`src/rtl/apdd_pkg.sv`:
```
// Types, constants and the squared-cosine table for the angle/power drive mixer.
// No dependencies; used by angle_power_to_differential_drive.
package apdd_pkg;

  typedef struct packed {
    logic signed [15:0] direction;
    logic        [7:0]  power;
  } in_beat_t;

  typedef struct packed {
    logic signed [15:0] left_speed;
    logic signed [15:0] right_speed;
  } out_beat_t;

  // Offset that makes any 16-bit signed angle non-negative, a multiple of 360.
  localparam int unsigned DirOffset = 33120;
  // ceil(2^25 / 360): exact quotient for every offset angle below 2^17.
  localparam int unsigned Recip360 = 93207;
  localparam int unsigned Recip360Shift = 25;
  // floor(2^27 / 255): quotient low by at most one, fixed by one compare.
  localparam int unsigned Recip255 = 526344;
  localparam int unsigned Recip255Shift = 27;
  localparam int unsigned Recip255W = 20;

  localparam int unsigned Q30One = 32'h4000_0000;
  localparam int unsigned DegToRadQ30 = 18740330;

  // cos^2 of 0..90 degrees, Q30 (2^30 at zero degrees, so 31 bits).
  typedef logic [90:0][30:0] c2_table_t;

  function automatic c2_table_t build_c2_table();
    c2_table_t   tbl;
    logic [63:0] t;
    logic [63:0] x;
    logic [63:0] x2;
    logic [63:0] h;
    logic [63:0] v;
    logic [63:0] one;
    logic [63:0] c2;
    one = 64'(Q30One);
    for (int r = 0; r <= 90; r++) begin
      t  = (r > 45) ? 64'(90 - r) : 64'(r);
      x  = t * 64'(DegToRadQ30);
      x2 = (x * x) >> 30;
      if (r <= 45) begin
        h = one - x2 / 56;
        h = one - ((x2 * h) >> 30) / 30;
        h = one - ((x2 * h) >> 30) / 12;
        v = one - ((x2 * h) >> 30) / 2;
      end else begin
        h = one - x2 / 72;
        h = one - ((x2 * h) >> 30) / 42;
        h = one - ((x2 * h) >> 30) / 20;
        h = one - ((x2 * h) >> 30) / 6;
        v = (x * h) >> 30;
      end
      c2 = (v * v) >> 30;
      tbl[r] = c2[30:0];
    end
    return tbl;
  endfunction

  localparam c2_table_t C2Table = build_c2_table();

endpackage

```
`src/rtl/angle_power_to_differential_drive.sv`:
```
// Angle/power to differential drive: 7-stage pipeline, one beat per cycle while out_ready_i is high.
// out_valid_o rises once an accepted beat has passed through every stage register,
// and the result beat is taken on an edge where out_ready_i is high; throughput is one
// beat per cycle while out_ready_i is high, set by the fully pipelined datapath.
// Each stage holds its beat under back-pressure and fills bubbles upstream.
// Reset (rst_ni low, asynchronous) clears the stage valid bits only.
module angle_power_to_differential_drive #(
  parameter int unsigned OUT_FRAC_BITS = 8
) (
  input  logic                clk_i,
  input  logic                rst_ni,
  input  logic                in_valid_i,
  output logic                in_ready_o,
  input  apdd_pkg::in_beat_t  in_data_i,
  output logic                out_valid_o,
  input  logic                out_ready_i,
  output apdd_pkg::out_beat_t out_data_o
);

  localparam int unsigned NStg  = 7;
  localparam int unsigned MagW  = 46;                      // |A| (31b) * power*100 (15b)
  localparam int unsigned SumW  = MagW + OUT_FRAC_BITS + 1;
  localparam int unsigned WW    = SumW - 30;               // rounded, pre-/255 value
  localparam int unsigned QW    = WW - 7;                  // quotient estimate
  localparam int unsigned PrW   = WW + apdd_pkg::Recip255W;

  // ---------------------------------------------------------------------------
  // Flow control: stage k loads when it is empty or its successor loads.
  // ---------------------------------------------------------------------------
  logic [NStg-1:0] v_q;
  logic [NStg:0]   en;

  always_comb begin
    en[NStg] = out_ready_i;
    for (int k = NStg - 1; k >= 0; k--) begin
      en[k] = !v_q[k] || en[k+1];
    end
  end

  assign in_ready_o  = en[0];
  assign out_valid_o = v_q[NStg-1];

  always_ff @(posedge clk_i or negedge rst_ni) begin
    if (!rst_ni) begin
      v_q <= '0;
    end else begin
      if (en[0]) v_q[0] <= in_valid_i;
      for (int k = 1; k < NStg; k++) begin
        if (en[k]) v_q[k] <= v_q[k-1];
      end
    end
  end

  // ---------------------------------------------------------------------------
  // Stage 1: offset the angle positive, quotient by 360 via reciprocal.
  // ---------------------------------------------------------------------------
  logic [16:0] u_d, u1_q;
  logic [33:0] q360_prod;
  logic [7:0]  q1_q;
  logic [7:0]  pw1_q;

  assign u_d       = 17'(int'(in_data_i.direction) + int'(apdd_pkg::DirOffset));
  assign q360_prod = 34'(u_d) * 34'(apdd_pkg::Recip360);

  always_ff @(posedge clk_i) begin
    if (en[0]) begin
      u1_q  <= u_d;
      q1_q  <= q360_prod[apdd_pkg::Recip360Shift +: 8];
      pw1_q <= in_data_i.power;
    end
  end

  // ---------------------------------------------------------------------------
  // Stage 2: remainder 0..359, fold into 0..90, quadrant signs.
  // ---------------------------------------------------------------------------
  logic [16:0] rem360;
  logic [8:0]  deg;
  logic [6:0]  r_d, r2_q;
  logic        cz_d, cn_d, sz_d, sn_d;
  logic        cz2_q, cn2_q, sz2_q, sn2_q;
  logic [7:0]  pw2_q;

  assign rem360 = u1_q - 17'(q1_q) * 17'(360);
  assign deg    = rem360[8:0];

  always_comb begin
    priority if (deg <= 9'd90) begin
      r_d = 7'(deg);
    end else if (deg <= 9'd180) begin
      r_d = 7'(9'd180 - deg);
    end else if (deg <= 9'd270) begin
      r_d = 7'(deg - 9'd180);
    end else begin
      r_d = 7'(9'd360 - deg);
    end
    cz_d = (deg == 9'd90) || (deg == 9'd270);
    cn_d = (deg > 9'd90) && (deg < 9'd270);
    sz_d = (deg == 9'd0) || (deg == 9'd180);
    sn_d = (deg > 9'd180);
  end

  always_ff @(posedge clk_i) begin
    if (en[1]) begin
      r2_q  <= r_d;
      cz2_q <= cz_d;
      cn2_q <= cn_d;
      sz2_q <= sz_d;
      sn2_q <= sn_d;
      pw2_q <= pw1_q;
    end
  end

  // ---------------------------------------------------------------------------
  // Stage 3: table lookup, signed long/lat mix, power * 100.
  // ---------------------------------------------------------------------------
  logic [30:0]        c2, s2;
  logic signed [31:0] lon, lat;
  logic signed [31:0] al3_q, ar3_q;
  logic [14:0]        p3_q;

  assign c2 = apdd_pkg::C2Table[r2_q];
  assign s2 = 31'(apdd_pkg::Q30One) - c2;

  always_comb begin
    lon = cz2_q ? 32'sd0 : (cn2_q ? -$signed({1'b0, c2}) : $signed({1'b0, c2}));
    lat = sz2_q ? 32'sd0 : (sn2_q ? -$signed({1'b0, s2}) : $signed({1'b0, s2}));
  end

  always_ff @(posedge clk_i) begin
    if (en[2]) begin
      al3_q <= lon - lat;
      ar3_q <= lon + lat;
      p3_q  <= 15'(pw2_q) * 15'(100);
    end
  end

  // ---------------------------------------------------------------------------
  // Stage 4: magnitude times scaled power; sign kept aside.
  // ---------------------------------------------------------------------------
  logic [30:0]     absl, absr;
  logic [MagW-1:0] ml4_q, mr4_q;
  logic            nl4_q, nr4_q;

  assign absl = al3_q[31] ? 31'(-al3_q) : al3_q[30:0];
  assign absr = ar3_q[31] ? 31'(-ar3_q) : ar3_q[30:0];

  always_ff @(posedge clk_i) begin
    if (en[3]) begin
      ml4_q <= MagW'(absl) * MagW'(p3_q);
      mr4_q <= MagW'(absr) * MagW'(p3_q);
      nl4_q <= al3_q[31];
      nr4_q <= ar3_q[31];
    end
  end

  // ---------------------------------------------------------------------------
  // Stage 5: shift in fraction bits, add half of 255*2^30, drop 30 bits.
  // ---------------------------------------------------------------------------
  localparam logic [SumW-1:0] Round = SumW'(255) << 29;
  logic [SumW-1:0] suml, sumr;
  logic [WW-1:0]   wl5_q, wr5_q;
  logic            nl5_q, nr5_q;

  assign suml = (SumW'(ml4_q) << OUT_FRAC_BITS) + Round;
  assign sumr = (SumW'(mr4_q) << OUT_FRAC_BITS) + Round;

  always_ff @(posedge clk_i) begin
    if (en[4]) begin
      wl5_q <= suml[SumW-1:30];
      wr5_q <= sumr[SumW-1:30];
      nl5_q <= nl4_q;
      nr5_q <= nr4_q;
    end
  end

  // ---------------------------------------------------------------------------
  // Stage 6: quotient estimate by 255, low by at most one.
  // ---------------------------------------------------------------------------
  logic [PrW-1:0] prl, prr;
  logic [QW-1:0]  ql6_q, qr6_q;
  logic [WW-1:0]  wl6_q, wr6_q;
  logic           nl6_q, nr6_q;

  assign prl = PrW'(wl5_q) * PrW'(apdd_pkg::Recip255);
  assign prr = PrW'(wr5_q) * PrW'(apdd_pkg::Recip255);

  always_ff @(posedge clk_i) begin
    if (en[5]) begin
      ql6_q <= prl[apdd_pkg::Recip255Shift +: QW];
      qr6_q <= prr[apdd_pkg::Recip255Shift +: QW];
      wl6_q <= wl5_q;
      wr6_q <= wr5_q;
      nl6_q <= nl5_q;
      nr6_q <= nr5_q;
    end
  end

  // ---------------------------------------------------------------------------
  // Stage 7: quotient correction, sign, saturation into the output register.
  // ---------------------------------------------------------------------------
  function automatic logic [15:0] finish(logic [WW-1:0] w, logic [QW-1:0] q0, logic neg);
    logic [WW-1:0] rem;
    logic [31:0]   q;
    logic [15:0]   res;
    rem = w - WW'(q0) * WW'(255);
    q   = 32'(q0) + ((rem >= WW'(255)) ? 32'd1 : 32'd0);
    if (neg) begin
      res = (q > 32'd32768) ? 16'h8000 : 16'(32'd0 - q);
    end else begin
      res = (q > 32'd32767) ? 16'h7fff : q[15:0];
    end
    return res;
  endfunction

  apdd_pkg::out_beat_t out_d, out_q;

  always_comb begin
    out_d.left_speed  = $signed(finish(wl6_q, ql6_q, nl6_q));
    out_d.right_speed = $signed(finish(wr6_q, qr6_q, nr6_q));
  end

  always_ff @(posedge clk_i) begin
    if (en[6]) out_q <= out_d;
  end

  assign out_data_o = out_q;

endmodule
```
`config.mk`:
```
export PLATFORM = sky130hd
export DESIGN_NAME = angle_power_to_differential_drive
export DESIGN_NICKNAME = d
export VERILOG_FILES = /design/src/rtl/apdd_pkg.sv /design/src/rtl/angle_power_to_differential_drive.sv
export SDC_FILE = /design/constraint.sdc
export NUM_CORES = 2
export LEC_CHECK = 0
export BUFFER_PORTS_ARGS = -buffer_cell sky130_fd_sc_hd__buf_2
export CAP_MARGIN = 40
export CORE_MARGIN = 3
export CORE_UTILIZATION = 23
export DETAILED_ROUTE_END_ITERATION = 10
export PLACE_DENSITY_LB_ADDON = 0.25
export RECOVER_POWER = 100
export SKIP_CTS_REPAIR_TIMING = 1
export SLEW_MARGIN = 5
export SYNTH_ARGS = -nofsm -noshare
export SYNTH_HDL_FRONTEND = slang
export SYNTH_SLANG_ARGS = --single-unit
```
`constraint.sdc`:
```
create_clock -name clk_i -period 7.4 [get_ports clk_i]
set_input_delay 0.37 -clock clk_i [delete_from_list [all_inputs] [get_ports clk_i]]
set_output_delay 0.37 -clock clk_i [all_outputs]
set_load 0.01 [all_outputs]
```
# Word level (Yosys, flattened, before mapping)
# Memories as Yosys holds them, arrays and structs flattened. A register that Yosys moved wholly into a read port is not among the register bits.
# Index checks and enable logic that the tools add are counted.
[totals]
in_bits = 28
word_cells = 118
mem_count = 1
out_inout_bits = 34
reg_bits = 394
mem_bits_ro = 3968
[memory_table]
columns = ["memory", "words", "width", "rd", "rd_clocked_by_memory_dff", "wr", "line", "text"]
rows = [
  ["(name not given)", 128, 31, 1, 1, 0, "angle_power_to_differential_drive.sv:121", "assign c2 = apdd_pkg::C2Table[r2_q];"],
]
[op_classes]
order_cmp = 13
multipliers = 9
n_addsub = 20
reduce_logical = 18
n_mux = 19
n_eq_ne = 3
[op_table]
columns = ["cell", "count"]
rows = [
  ["$mux 32", 4],
  ["$add 54x37->55 const B", 2],
  ["$mux 16", 6],
  ["$mux 31", 3],
  ["$mul 31x13->44", 2],
  ["$mul 25x17->42 const B", 2],
  ["$neg 31->32", 2],
  ["$neg 31->31", 2],
  ["$ge 25x8->1 const B", 2],
  ["$mul 18x8->25 const B", 2],
  ["$sub 25x25->25", 2],
  ["$add 18x1->19", 2],
  ["$gt 19x15->1 const B", 2],
  ["$gt 19x16->1 const B", 2],
  ["$mul 17x17->33 const B", 1],
  ["$add 32x32->32", 1],
  ["$sub 1x16->16 const A", 2],
  ["$sub 32x32->32", 1],
  ["$sub 31x31->31 const A", 1],
  ["$mux 7", 4],
  ["$add 16x17->17 const B", 1],
  ["$mul 8x5->13 const B", 1],
  ["$eq 9x7->1 const B", 1],
  ["$eq 9x8->1 const B", 1],
  ["other kinds (18)", 33],
]

# Longest topological paths before layout
[depth]
word_depth = 8
depth_mapped = 35
mapped_depth_nobuf = 34

# Worst setup path before layout
# OpenSTA, ideal clock, no wires.
[synth_timing]
path_kind = "register to register"
start = "register ql6_q[5]"
end = "register out_q (netlist bit out_data_o[16]), data pin"
setup_ns = 0.140
slack_ns = -0.852
path_buffers = 1
period_less_slack_ns = 8.252
path_stages_with_launch = 33
arrival_time_ns = 8.112
required_ns = 7.260
path_cell_list = "edfxtp_1 -> inv_1 -> fa_1 -> fa_1 -> fa_1 -> inv_1 -> fa_1 -> inv_1 -> ha_1 -> nor3_1 -> nand2_1 -> or3_1 -> a31oi_1 -> o31ai_1 -> a31oi_1 -> o21a_1 -> mux2i_1 -> or4_1 -> or4_1 -> ha_1 -> ha_1 -> nand2_1 -> xnor2_1 -> and4_1 -> and3b_1 -> nand3_1 -> nor2_1 -> nand2_1 -> nor3_1 -> a21oi_1 -> o21a_1 -> clkbuf_1 -> nor2_1"
[synth_lines]
columns = ["element", "line", "text"]
rows = [
  ["from (decl)", "angle_power_to_differential_drive.sv:180", "logic [QW-1:0] ql6_q, qr6_q;"],
  ["from (signal assigned)", "angle_power_to_differential_drive.sv:189", "ql6_q <= prl[apdd_pkg::Recip255Shift +: QW];"],
  ["to (signal assigned)", "angle_power_to_differential_drive.sv:223", "if (en[6]) out_q <= out_d;"],
  ["to (decl)", "angle_power_to_differential_drive.sv:215", "apdd_pkg::out_beat_t out_d, out_q;"],
]

==> flow_summary_export.csv <==
group,metric,value,unit
timing,finalSetupViolations,40,
synth,yosysWarnings,0,
placed_design,io_buffers,61,
synth,yosysTopAreaCell,"fa_1",
layout,final_nets,9344,
timing,relSlewSlack,-1.46,
floorplan,num_rows,195,
hold_path,hp-class,"input port to register",
clock_network,insertion_delay,0.64,ns
hold_path,holdPathStages,1,
worst_setup_path,slowest_delay,0.55,ns
floorplan,initial_core_util,0.231,
worst_setup_path,r2r-end,"out_data_o[31]",
timing,finalHoldViolCount,0,
synth,async_flop_share,0.0184,
hold_path,hp-start,"in_data_i[10]",
synth,synth_area_per_cell,9.23,um^2
synth,synth_ff_type,"edfxtp_1",
worst_setup_path,r2r_cells,33,
synth,synth_edf_count,342,
placed_design,dpl.hpwl,153000,um
route,routed_wl,186000,um
route,via_per_inst,4.39,
floorplan,fp.dieW,539,um
layout,fin_area,78800,um^2
clock_network,cts_tree,"built",
floorplan,io_pins,62,
worst_setup_path,cp.arrival,8.29,ns
timing,max_freq,0.126,GHz
worst_setup_path,slowest_stage,"fa_1",
placed_design,gp_congestion,0.877,
synth,ys_seq_elements,380,
floorplan,core_area,283000,um^2
worst_setup_path,timing.rr.start,"ql6_q[12]",
status,violations,"capacitance limit, slew limit, setup timing",
placed_design,pre_cts_ws,-0.702,ns
timing,fin_ws,-0.505,ns
timing,finClkSkew,0.0419,ns
route,wl_per_cell,16.3,um
clock_network,cts_buffer_depth,3,
route,dr.pass1.iters,5,
synth,netlist_top_cells_count,"inv_1 (1,271), fa_1 (946), nand2_1 (797)",
status,status,"complete, but fails checks",
clock_network,htree_levels,2,
synth,yosysMostFrequentCell,"inv_1",
worst_setup_path,crit_type,"register to register",
synth,yosys-top-cells-area,"fa_1 (29%), edfxtp_1 (16%), ha_1 (14%)",
clock_network,clockRootBuffer,"clkbuf_16",
synth,synth.yosys.seq_area_share,0.169,
timing,holdWs,0.125,ns
floorplan,dieHeight,539,um
clock_network,cts_sinks,380,
timing,worst_pin_slew,3.70,ns
timing,rsz0062_at_grt,"true",
timing,layout_min_cycle_time,7.91,ns
worst_setup_path,setup.reg_to_reg.worst_slack,-0.51,ns
global_routing,antenna_found_initial,5,
synth,synth_area,65400,um^2
global_routing,first_global_vias,53296,
layout,area_delta_synth_final,20.6,%
route,drc,0,
synth,netlist.area_leader.share,0.290,
placed_design,postPlaceCellArea,74800,um^2
synth,yosysUniqueCellTypes,90,
worst_setup_path,required,7.78,ns
layout,drive_above_1_share,0.166,
hold_path,whs_endpoint,"u1_q[2]",
global_routing,grtUsageTotal,0.126,
route,vias,50161,
timing,drv_slew,284,
floorplan,dieArea,291000,um^2
synth,syn_nets,8790,
synth,syn_inst,7079,
route,drt_iter0_markers,2285,
global_routing,grt.overflow.total,0,
clock_network,cts_buffers,47,
run,max_cap_viol_count,6,
clock_network,clk_pin_slew,0.06,ns
worst_setup_path,start_kind,"register",
global_routing,grt_pass1_wl,297000,um
global_routing,grt_max_degree,71,
timing,period_share,1.07,
timing,finalSetupTns,-11.34,ns
worst_setup_path,crit_fanout,7,
worst_setup_path,end_kind,"register",
route,antenna_left,0,
## critical path, delay by kind of cell (launching register included)
| kind | cells | cell delay, ns |
|---|---|---|
| AND/OR/NAND/NOR | 13 | 2.78 |
| adder cells (fa/ha/maj) | 7 | 2.75 |
| AO/OA/AOI/OAI | 5 | 0.88 |
| buffers and inverters | 7 | 0.71 |
| flip-flops | 1 | 0.42 |
| XOR/XNOR | 1 | 0.12 |
## worst max path at each step
stage / startpoint / endpoint / slack [ns]
global placement: al3_q[10] / ml4_q[45] / -0.68
floorplan: ql6_q[7] / out_data_o[31] / -0.03
global route: ql6_q[12] / out_data_o[31] / -0.76
finish: ql6_q[12] / out_data_o[31] / -0.51
detailed placement: al3_q[10] / ml4_q[45] / -0.70
CTS: al3_q[10] / ml4_q[45] / -0.70
## state kept, by name, summed over array words and instances (netlist names), 6 cells and up
| register | count |
|---|---|
| wr5_q | 25 |
| al3_q | 32 |
| r2_q | 7 |
| pw1_q | 8 |
| pw2_q | 8 |
| v_q | 7 |
| mr4_q | 25 |
| ml4_q | 25 |
| wl5_q | 25 |
| ql6_q | 18 |
| qr6_q | 18 |
| q1_q | 6 |
| ar3_q | 31 |
| p3_q | 13 |
| out_data_o | 32 |
| wr6_q | 25 |
| c2 | 31 |
| wl6_q | 25 |
| u1_q | 9 |
## cell families (layout without fill, tap and decap cells)
logic type      count (synthesis)  count (layout)  share of synthesized area
simple gates                 1965            1965                      0.144
fa+ha+maj                    1686            1686                      0.431
buf+inv                      1585            2176                     0.0913
compound gates                989             989                      0.100
xor+xnor                      447             447                     0.0599
flops                         380             380                      0.169
mux                            27              27                    0.00431
other cells                     0               1                          0
## cell usage in the layout, fill, tap and decap left out, types with 36 or more instances in the layout
cell type and instances:
a211oi_1 50, a21o_1 70, a21oi_1 250, and2_1 278
and3_1 41, buf_4 657, buf_6 36, clkbuf_1 69
clkbuf_16 47, edfxtp_1 342, fa_1 916, ha_1 700
inv_1 1194, inv_2 66, nand2_1 777, nand2b_1 60
nand3_1 99, nor2_1 283, nor3_1 89, o21ai_0 149
or2_2 45, or3_1 39, xnor2_1 281, xor2_1 133
## cell type report
type / instances / area [um^2]
well taps: 3743 / 4680
fillers: 30070 / 204000
repair buffers: 819 / 6290
flip-flops and latches: 380 / 11100
diodes: 1 / 2.50
clock buffers: 52 / 1190
clock inverters: 34 / 374
multi-input cells: 5114 / 50400
inverters: 1271 / 4800
## per-layer routing
metal | global-route usage | part of all wire | vias to the layer above
met5 | 0 | 0 | -
met4 | 0.0289 | 0.023 | 0
met3 | 0.0134 | 0.037 | 243
met2 | 0.212 | 0.48 | 957
met1 | 0.171 | 0.46 | 24971
li1 | - | - | 23990
## metrics by stage
step / util / cells
after global routing: 0.279 / 11413
after detailed placement: 0.265 / 11244
after global placement: 0.264 / 11233
final: 0.279 / 11414
after floorplan: - / 7079
after CTS: 0.270 / 11330
Power is not shown: default switching activity piles up to over one toggle a cycle in this logic, so the estimate is an artifact.
